===== config.mk =====
export PLATFORM = sky130hd
export DESIGN_NAME = fct_front
export DESIGN_NICKNAME = d
export VERILOG_FILES = /design/src/design/fct_pkg.sv /design/src/design/fct_front.sv
export VERILOG_INCLUDE_DIRS = /design/src /design/src/design
export SDC_FILE = /design/constraint.sdc
export NUM_CORES = 1
export LEC_CHECK = 0
export BUFFER_PORTS_ARGS = -buffer_cell sky130_fd_sc_hd__buf_2
export CAP_MARGIN = 20
export CORE_MARGIN = 5
export CORE_UTILIZATION = 45
export CTS_CLUSTER_DIAMETER = 200
export CTS_CLUSTER_SIZE = 25
export DETAILED_ROUTE_END_ITERATION = 12
export GPL_TIMING_DRIVEN = 0
export PLACE_DENSITY_LB_ADDON = 0.25
export SKIP_LAST_GASP = 1
export SLEW_MARGIN = 20
export SYNTH_ARGS = -nofsm -noshare
export SYNTH_HDL_FRONTEND = slang
export SYNTH_SLANG_ARGS = --single-unit

===== constraint.sdc =====
create_clock -name i_clk -period 11.9 [get_ports i_clk]
set_input_delay 1.19 -clock i_clk [delete_from_list [all_inputs] [get_ports i_clk]]
set_output_delay 1.19 -clock i_clk [all_outputs]
set_load 0.01 [all_outputs]

===== src/design/assert_macros.svh =====
// assertion macros shared by the flow tracker modules
// no dependencies
`ifndef ASSERT_MACROS_SVH
`define ASSERT_MACROS_SVH
// property must hold whenever reset is released
`define CHK_ALWAYS(label, clk, rst_n, prop, msg) \
    label: assert property (@(posedge clk) disable iff (!rst_n) (prop)) else $error(msg);
// implication checked in the next cycle
`define CHK_NEXT(label, clk, rst_n, ante, cons, msg) \
    label: assert property (@(posedge clk) disable iff (!rst_n) (ante) |=> (cons)) else $error(msg);
`endif


===== src/design/fct_pkg.sv =====
// shared constants and types for the flow congestion tracker
// no dependencies
`default_nettype none
package fct_pkg;
    localparam int unsigned FlowEntries = 1024;
    localparam logic [15:0] MinFrameBytes = 16'd54;
    localparam logic [7:0]  ProtoTcp = 8'd6;
    localparam logic [31:0] RstIntervalLimit = 32'd1000000;
    localparam logic [7:0]  RstRetransmitLimit = 8'd3;
    localparam logic [31:0] RstNotifyLimit = 32'd10;
    localparam logic [63:0] RstHoldTime = 64'd10000000000;
    localparam logic [15:0] RstWatchedPort = 16'd1935;
    localparam logic [15:0] RstInitialWindow = 16'd10;

    localparam logic [2:0] CfgIntervalLimit = 3'd0;
    localparam logic [2:0] CfgRetransmitLimit = 3'd1;
    localparam logic [2:0] CfgNotifyLimit = 3'd2;
    localparam logic [2:0] CfgHoldTime = 3'd3;
    localparam logic [2:0] CfgWatchedPort = 3'd4;
    localparam logic [2:0] CfgInitialWindow = 3'd5;

    // classified request from the front to the back
    typedef struct packed {
        logic        watch;
        logic [31:0] key;
        logic        flagged;
        logic [63:0] now;
    } t_req;

    typedef enum logic [2:0] {
        ST_IDLE, ST_SEARCH, ST_READ, ST_CALC, ST_WRITE, ST_OUT
    } t_state;

    typedef struct packed {
        logic [63:0] last_time;
        logic [31:0] normal;
        logic [31:0] flagged;
        logic [63:0] start;
        logic [31:0] window;
        logic        wset;
    } t_entry;
endpackage
`default_nettype wire


===== src/design/fct_front.sv =====
// front end: classifies packets against the watch filter into a two-entry queue
// depends on fct_pkg and assert_macros.svh
`default_nettype none
`include "assert_macros.svh"
module fct_front (
    input  wire logic          i_clk,
    input  wire logic          i_rst_n,
    input  wire logic          i_valid,
    output logic               o_ready,
    input  wire logic [15:0]   i_frame_length,
    input  wire logic [7:0]    i_ip_protocol,
    input  wire logic [31:0]   i_source_address,
    input  wire logic [15:0]   i_source_port,
    input  wire logic [15:0]   i_dest_port,
    input  wire logic          i_flag,
    input  wire logic [63:0]   i_time_ns,
    input  wire logic [15:0]   i_watched_port,
    output logic               o_req_valid,
    input  wire logic          i_req_ready,
    output fct_pkg::t_req      o_req
);
    fct_pkg::t_req r_q [2];
    logic          r_wp, r_rp;
    logic [1:0]    r_cnt;
    logic          push, pop;
    fct_pkg::t_req cls;

    // classification
    always_comb begin
        cls.watch = (i_frame_length >= fct_pkg::MinFrameBytes) &&
                    (i_ip_protocol == fct_pkg::ProtoTcp) &&
                    ((i_source_port == i_watched_port) || (i_dest_port == i_watched_port));
        cls.key = i_source_address;
        cls.flagged = i_flag;
        cls.now = i_time_ns;
    end

    assign o_ready = (r_cnt != 2'd2);
    assign push = i_valid && o_ready;
    assign o_req_valid = (r_cnt != 2'd0);
    assign pop = o_req_valid && i_req_ready;
    assign o_req = r_q[r_rp];

    // queue payload
    always_ff @(posedge i_clk) begin
        if (push) r_q[r_wp] <= cls;
    end

    // queue pointers
    always_ff @(posedge i_clk) begin
        if (!i_rst_n) begin
            r_wp <= 1'b0; r_rp <= 1'b0; r_cnt <= 2'd0;
        end else begin
            if (push) r_wp <= ~r_wp;
            if (pop) r_rp <= ~r_rp;
            r_cnt <= r_cnt + {1'b0, push} - {1'b0, pop};
        end
    end

    `CHK_ALWAYS(a_cnt_range, i_clk, i_rst_n, r_cnt != 2'd3, "queue count out of range")
    `CHK_NEXT(a_full_hold, i_clk, i_rst_n, (r_cnt == 2'd2) && !pop, r_cnt == 2'd2, "full queue lost an item")
    `CHK_NEXT(a_push_kept, i_clk, i_rst_n, push, r_cnt != 2'd0, "pushed request not queued")
endmodule
`default_nettype wire


==> run summary <==
Finish
• sequential cell area in the final layout: 5986 um^2
• area of all placed cells without fillers: 9943 um^2
• filler cell count: 1372
• ratio of cells with drive above 1 in the final layout: 60.24%
• Synth-to-Final Area Change: 27.52%
• combined area of the multi-input logic cells: 1747 um^2
• number of nets in the final layout: 845

Clock network
• clock latency reported for the late side of the worst-skew pair: 0.46 ns
• number of hold-repair buffers added at the cts stage: 0
• CTS Buf Count: 12
• post-CTS resize count: 0
• TritonCTS clock tree: yes
• number of H-tree branching levels: 1
• CTS Root Cell: sky130_fd_sc_hd__clkbuf_16
• clock net sink count: 201
• Clock Path Buffers: 3
• clk slew on worst S/H paths: 0.09 ns
• buffers inserted by post-CTS timing repair: 0

Power
• leak pwr: 3.869 nW
• maximum VDD drop: 0.1599 mV
• Power Dens Cells: 187.7 nW/um^2

Yosys
• area fraction of the dominant cell type after synthesis: 75.48%
• synthesized-area fraction occupied by and/or/nand/nor cells: 2.519%
• compound-gate portion of the synthesized area: 0.2407%
• synthesized netlist net count: 555
• top cells by area, synth: sky130_fd_sc_hd__edfxtp_1 (75%), sky130_fd_sc_hd__mux2_2 (11%), sky130_fd_sc_hd__mux2_4 (3.9%)
• Post-Synth XOR/XNOR Area: 4.044%
• number of distinct standard cells referenced by the synthesized netlist: 25
• Seq cells post-synth: 201
• post-synthesis instance total: 380
• most used flip-flop cell after synthesis: sky130_fd_sc_hd__edfxtp_1
• synthesized area: 7797 um^2
• area share of fa/ha/maj cells after synthesis: 0.3209%
• most frequent cell after synthesis: sky130_fd_sc_hd__edfxtp_1
• Post-synth ARST share: 0%
• average cell area after synthesis: 20.52 um^2
• Post-synth top cells: sky130_fd_sc_hd__edfxtp_1 (196), sky130_fd_sc_hd__mux2_2 (78), sky130_fd_sc_hd__xor2_1 (32)
• cell taking the most area after synthesis: sky130_fd_sc_hd__edfxtp_1
• count of synthesis-stage warnings from yosys: 0
• portion of the post-synthesis area used by sequential elements: 76.77%
• number of enable flip-flop cells after synthesis: 196
• dominant combinational cell family by area after synthesis: multiplexers
• mux share of post-synthesis cell area: 15.12%

Floorplan
• Core Rows: 48
• Placeable Area: 17180 um^2
• initial standard-cell utilization of the core: 45.40%
• full die area: 20060 um^2
• y dimension of the die: 141.6 um
• IO Count: 273
• Die Width: 141.6 um

STA
• Achievable Freq: 329.8 MHz
• pin slew with the least headroom to its limit: 0.7326 ns
• clock tree skew after final layout: 0.02398 ns
• Final TNS setup: 0 ns
• fin crit share: 25.48%
• count of final hold-check violations: 0
• unrepaired setup endpoints after global routing: false
• relative max-transition margin: 51.16%
• post-layout min period: 3.032 ns
• setup-violating endpoint count in the final report: 0
• Pins Over Slew Limit: 0

Drt
• mean routed wirelength per cell: 18.01 um
• ratio of routed vias to standard cells: 4.872
• total wire length: 16210 um
• total number of vias: 4385
• number of design rule violations left after detail routing: 0
• number of detailed-route iterations in the first pass: 4
• DRC violation total after the first TritonRoute iteration: 203
• remaining antenna violation count: 0

Run status
• run status: finished, final reports clean

Worst setup path
• endpoint required time on the critical path: 10.71 ns
• cell family with most CP delay: buffers and inverters
• Worst Setup Path Type: reg -> out
• library cell contributing the largest single delay on the critical path: sky130_fd_sc_hd__mux2_2
• highest net fanout along the worst path: 10
• stage delay of the slowest cell on the critical path: 0.38 ns
• kind of start point of the critical path: flop
• cell with the most instances on the worst path: sky130_fd_sc_hd__buf_2
• total buffers and inverters traversed by the critical path: 3
• crit path cell chain: buf_2, buf_2, mux2_2, buf_2
• Arr. time, crit path: 1.84 ns
• critical path endpoint category: primary output

Run
• max-cap violation count: 0

Global route
• global-route wire length before repair: 25020 um
• largest net degree at the start of global routing: 51
• initial antenna violation count: 6
• global-route usage over all layers: 15.76%
• vias in the first global route: 4804
• Congestion Overflow GR: 0

Placed design
• detailed placer's ending HPWL: 12240 um
• final RePlAce weighted congestion: 0.8606
• post-place instance area: 9570 um^2
• Buffers on Ports: 271

Worst hold path
• path class of the lowest-slack min-delay path: reg -> reg

logic make-up after synthesis:
group	count (synthesis)
simple gates	28
flops	201
compound gates	3
xor+xnor	36
mux	98
fa+ha+maj	2
buf+inv	12
power breakdown:
| part | internal (mW) | total [mW] | switching [mW] |
|---|---|---|---|
| clock | 0.205 | 0.418 | 0.212 |
| sequential | 0.895 | 0.918 | 0.0230 |
| combinational | 0.259 | 0.530 | 0.272 |
area by class of cell:
class,instances,area share [%]
Buffer,11,0.7424
Sequential cell,201,60.20
Tap cell,225,2.831
Clock inverter,1,0.3020
Inverter,1,0.03775
Multi-Input combinational cell,167,17.57
Timing Repair Buffer,276,14.87
Clock buffer,17,3.423
Antenna cell,1,0.02517
sequential cells by signal, summed over array words and instances (netlist names), named ones only:
name   cells
r_q      196
r_rp       1
r_cnt      2
r_wp       1
layout by cell type (no fill, tap or decap), types with 4 or more instances in the layout:
master and count:
sky130_fd_sc_hd__nor4_2 4, sky130_fd_sc_hd__mux2_4 20, sky130_fd_sc_hd__xnor2_1 4, sky130_fd_sc_hd__mux2_2 78, sky130_fd_sc_hd__dfxtp_1 5, sky130_fd_sc_hd__edfxtp_1 196
sky130_fd_sc_hd__xor2_1 32, sky130_fd_sc_hd__nor4_1 6, sky130_fd_sc_hd__clkbuf_16 13, sky130_fd_sc_hd__clkbuf_1 4, sky130_fd_sc_hd__buf_2 279
final timing paths:
| path | from | endpoint | slack (ns) | depth (start not counted) |
|---|---|---|---|---|
| worst min register to register | r_rp | r_rp | 0.56 | 2 |
| worst max register to register | r_cnt[0] | r_q[1][94] | 10.01 | 3 |
| worst min-delay path | r_rp | r_rp | 0.56 | 2 |
| worst max-delay path | flop | o_req[37] | 8.87 | 4 |
layer usage:
layer  global-route usage, %  wire (um)
met2                   26.76       8055
met3                   6.336       1693
met4                   4.293        392
met5                       0         49
met1                   18.68       6019
worst reg2reg max path: stages (launching register included):
cell,delay [ns]
sky130_fd_sc_hd__dfxtp_1,0.36
sky130_fd_sc_hd__nand2b_1,0.15
sky130_fd_sc_hd__and3_4,0.68
sky130_fd_sc_hd__buf_16,0.34
per-stage QoR:
stage                     setup slack (ns)  power (mW)  utilization (%)  hold slack [ns]  cells
after floorplan                      5.978       1.260                -           0.5030    380
after global routing                 8.752       1.967            57.89           0.6173    900
after CTS                            8.777       1.896            57.87           0.5686    899
final                                8.868       1.866            57.89           0.5635    900
after detailed placement             9.223       1.477            55.72           0.5449    881
after global placement               3.788       1.460            54.93           0.5160    876
Note: power is estimated with default switching activity, not from simulation.
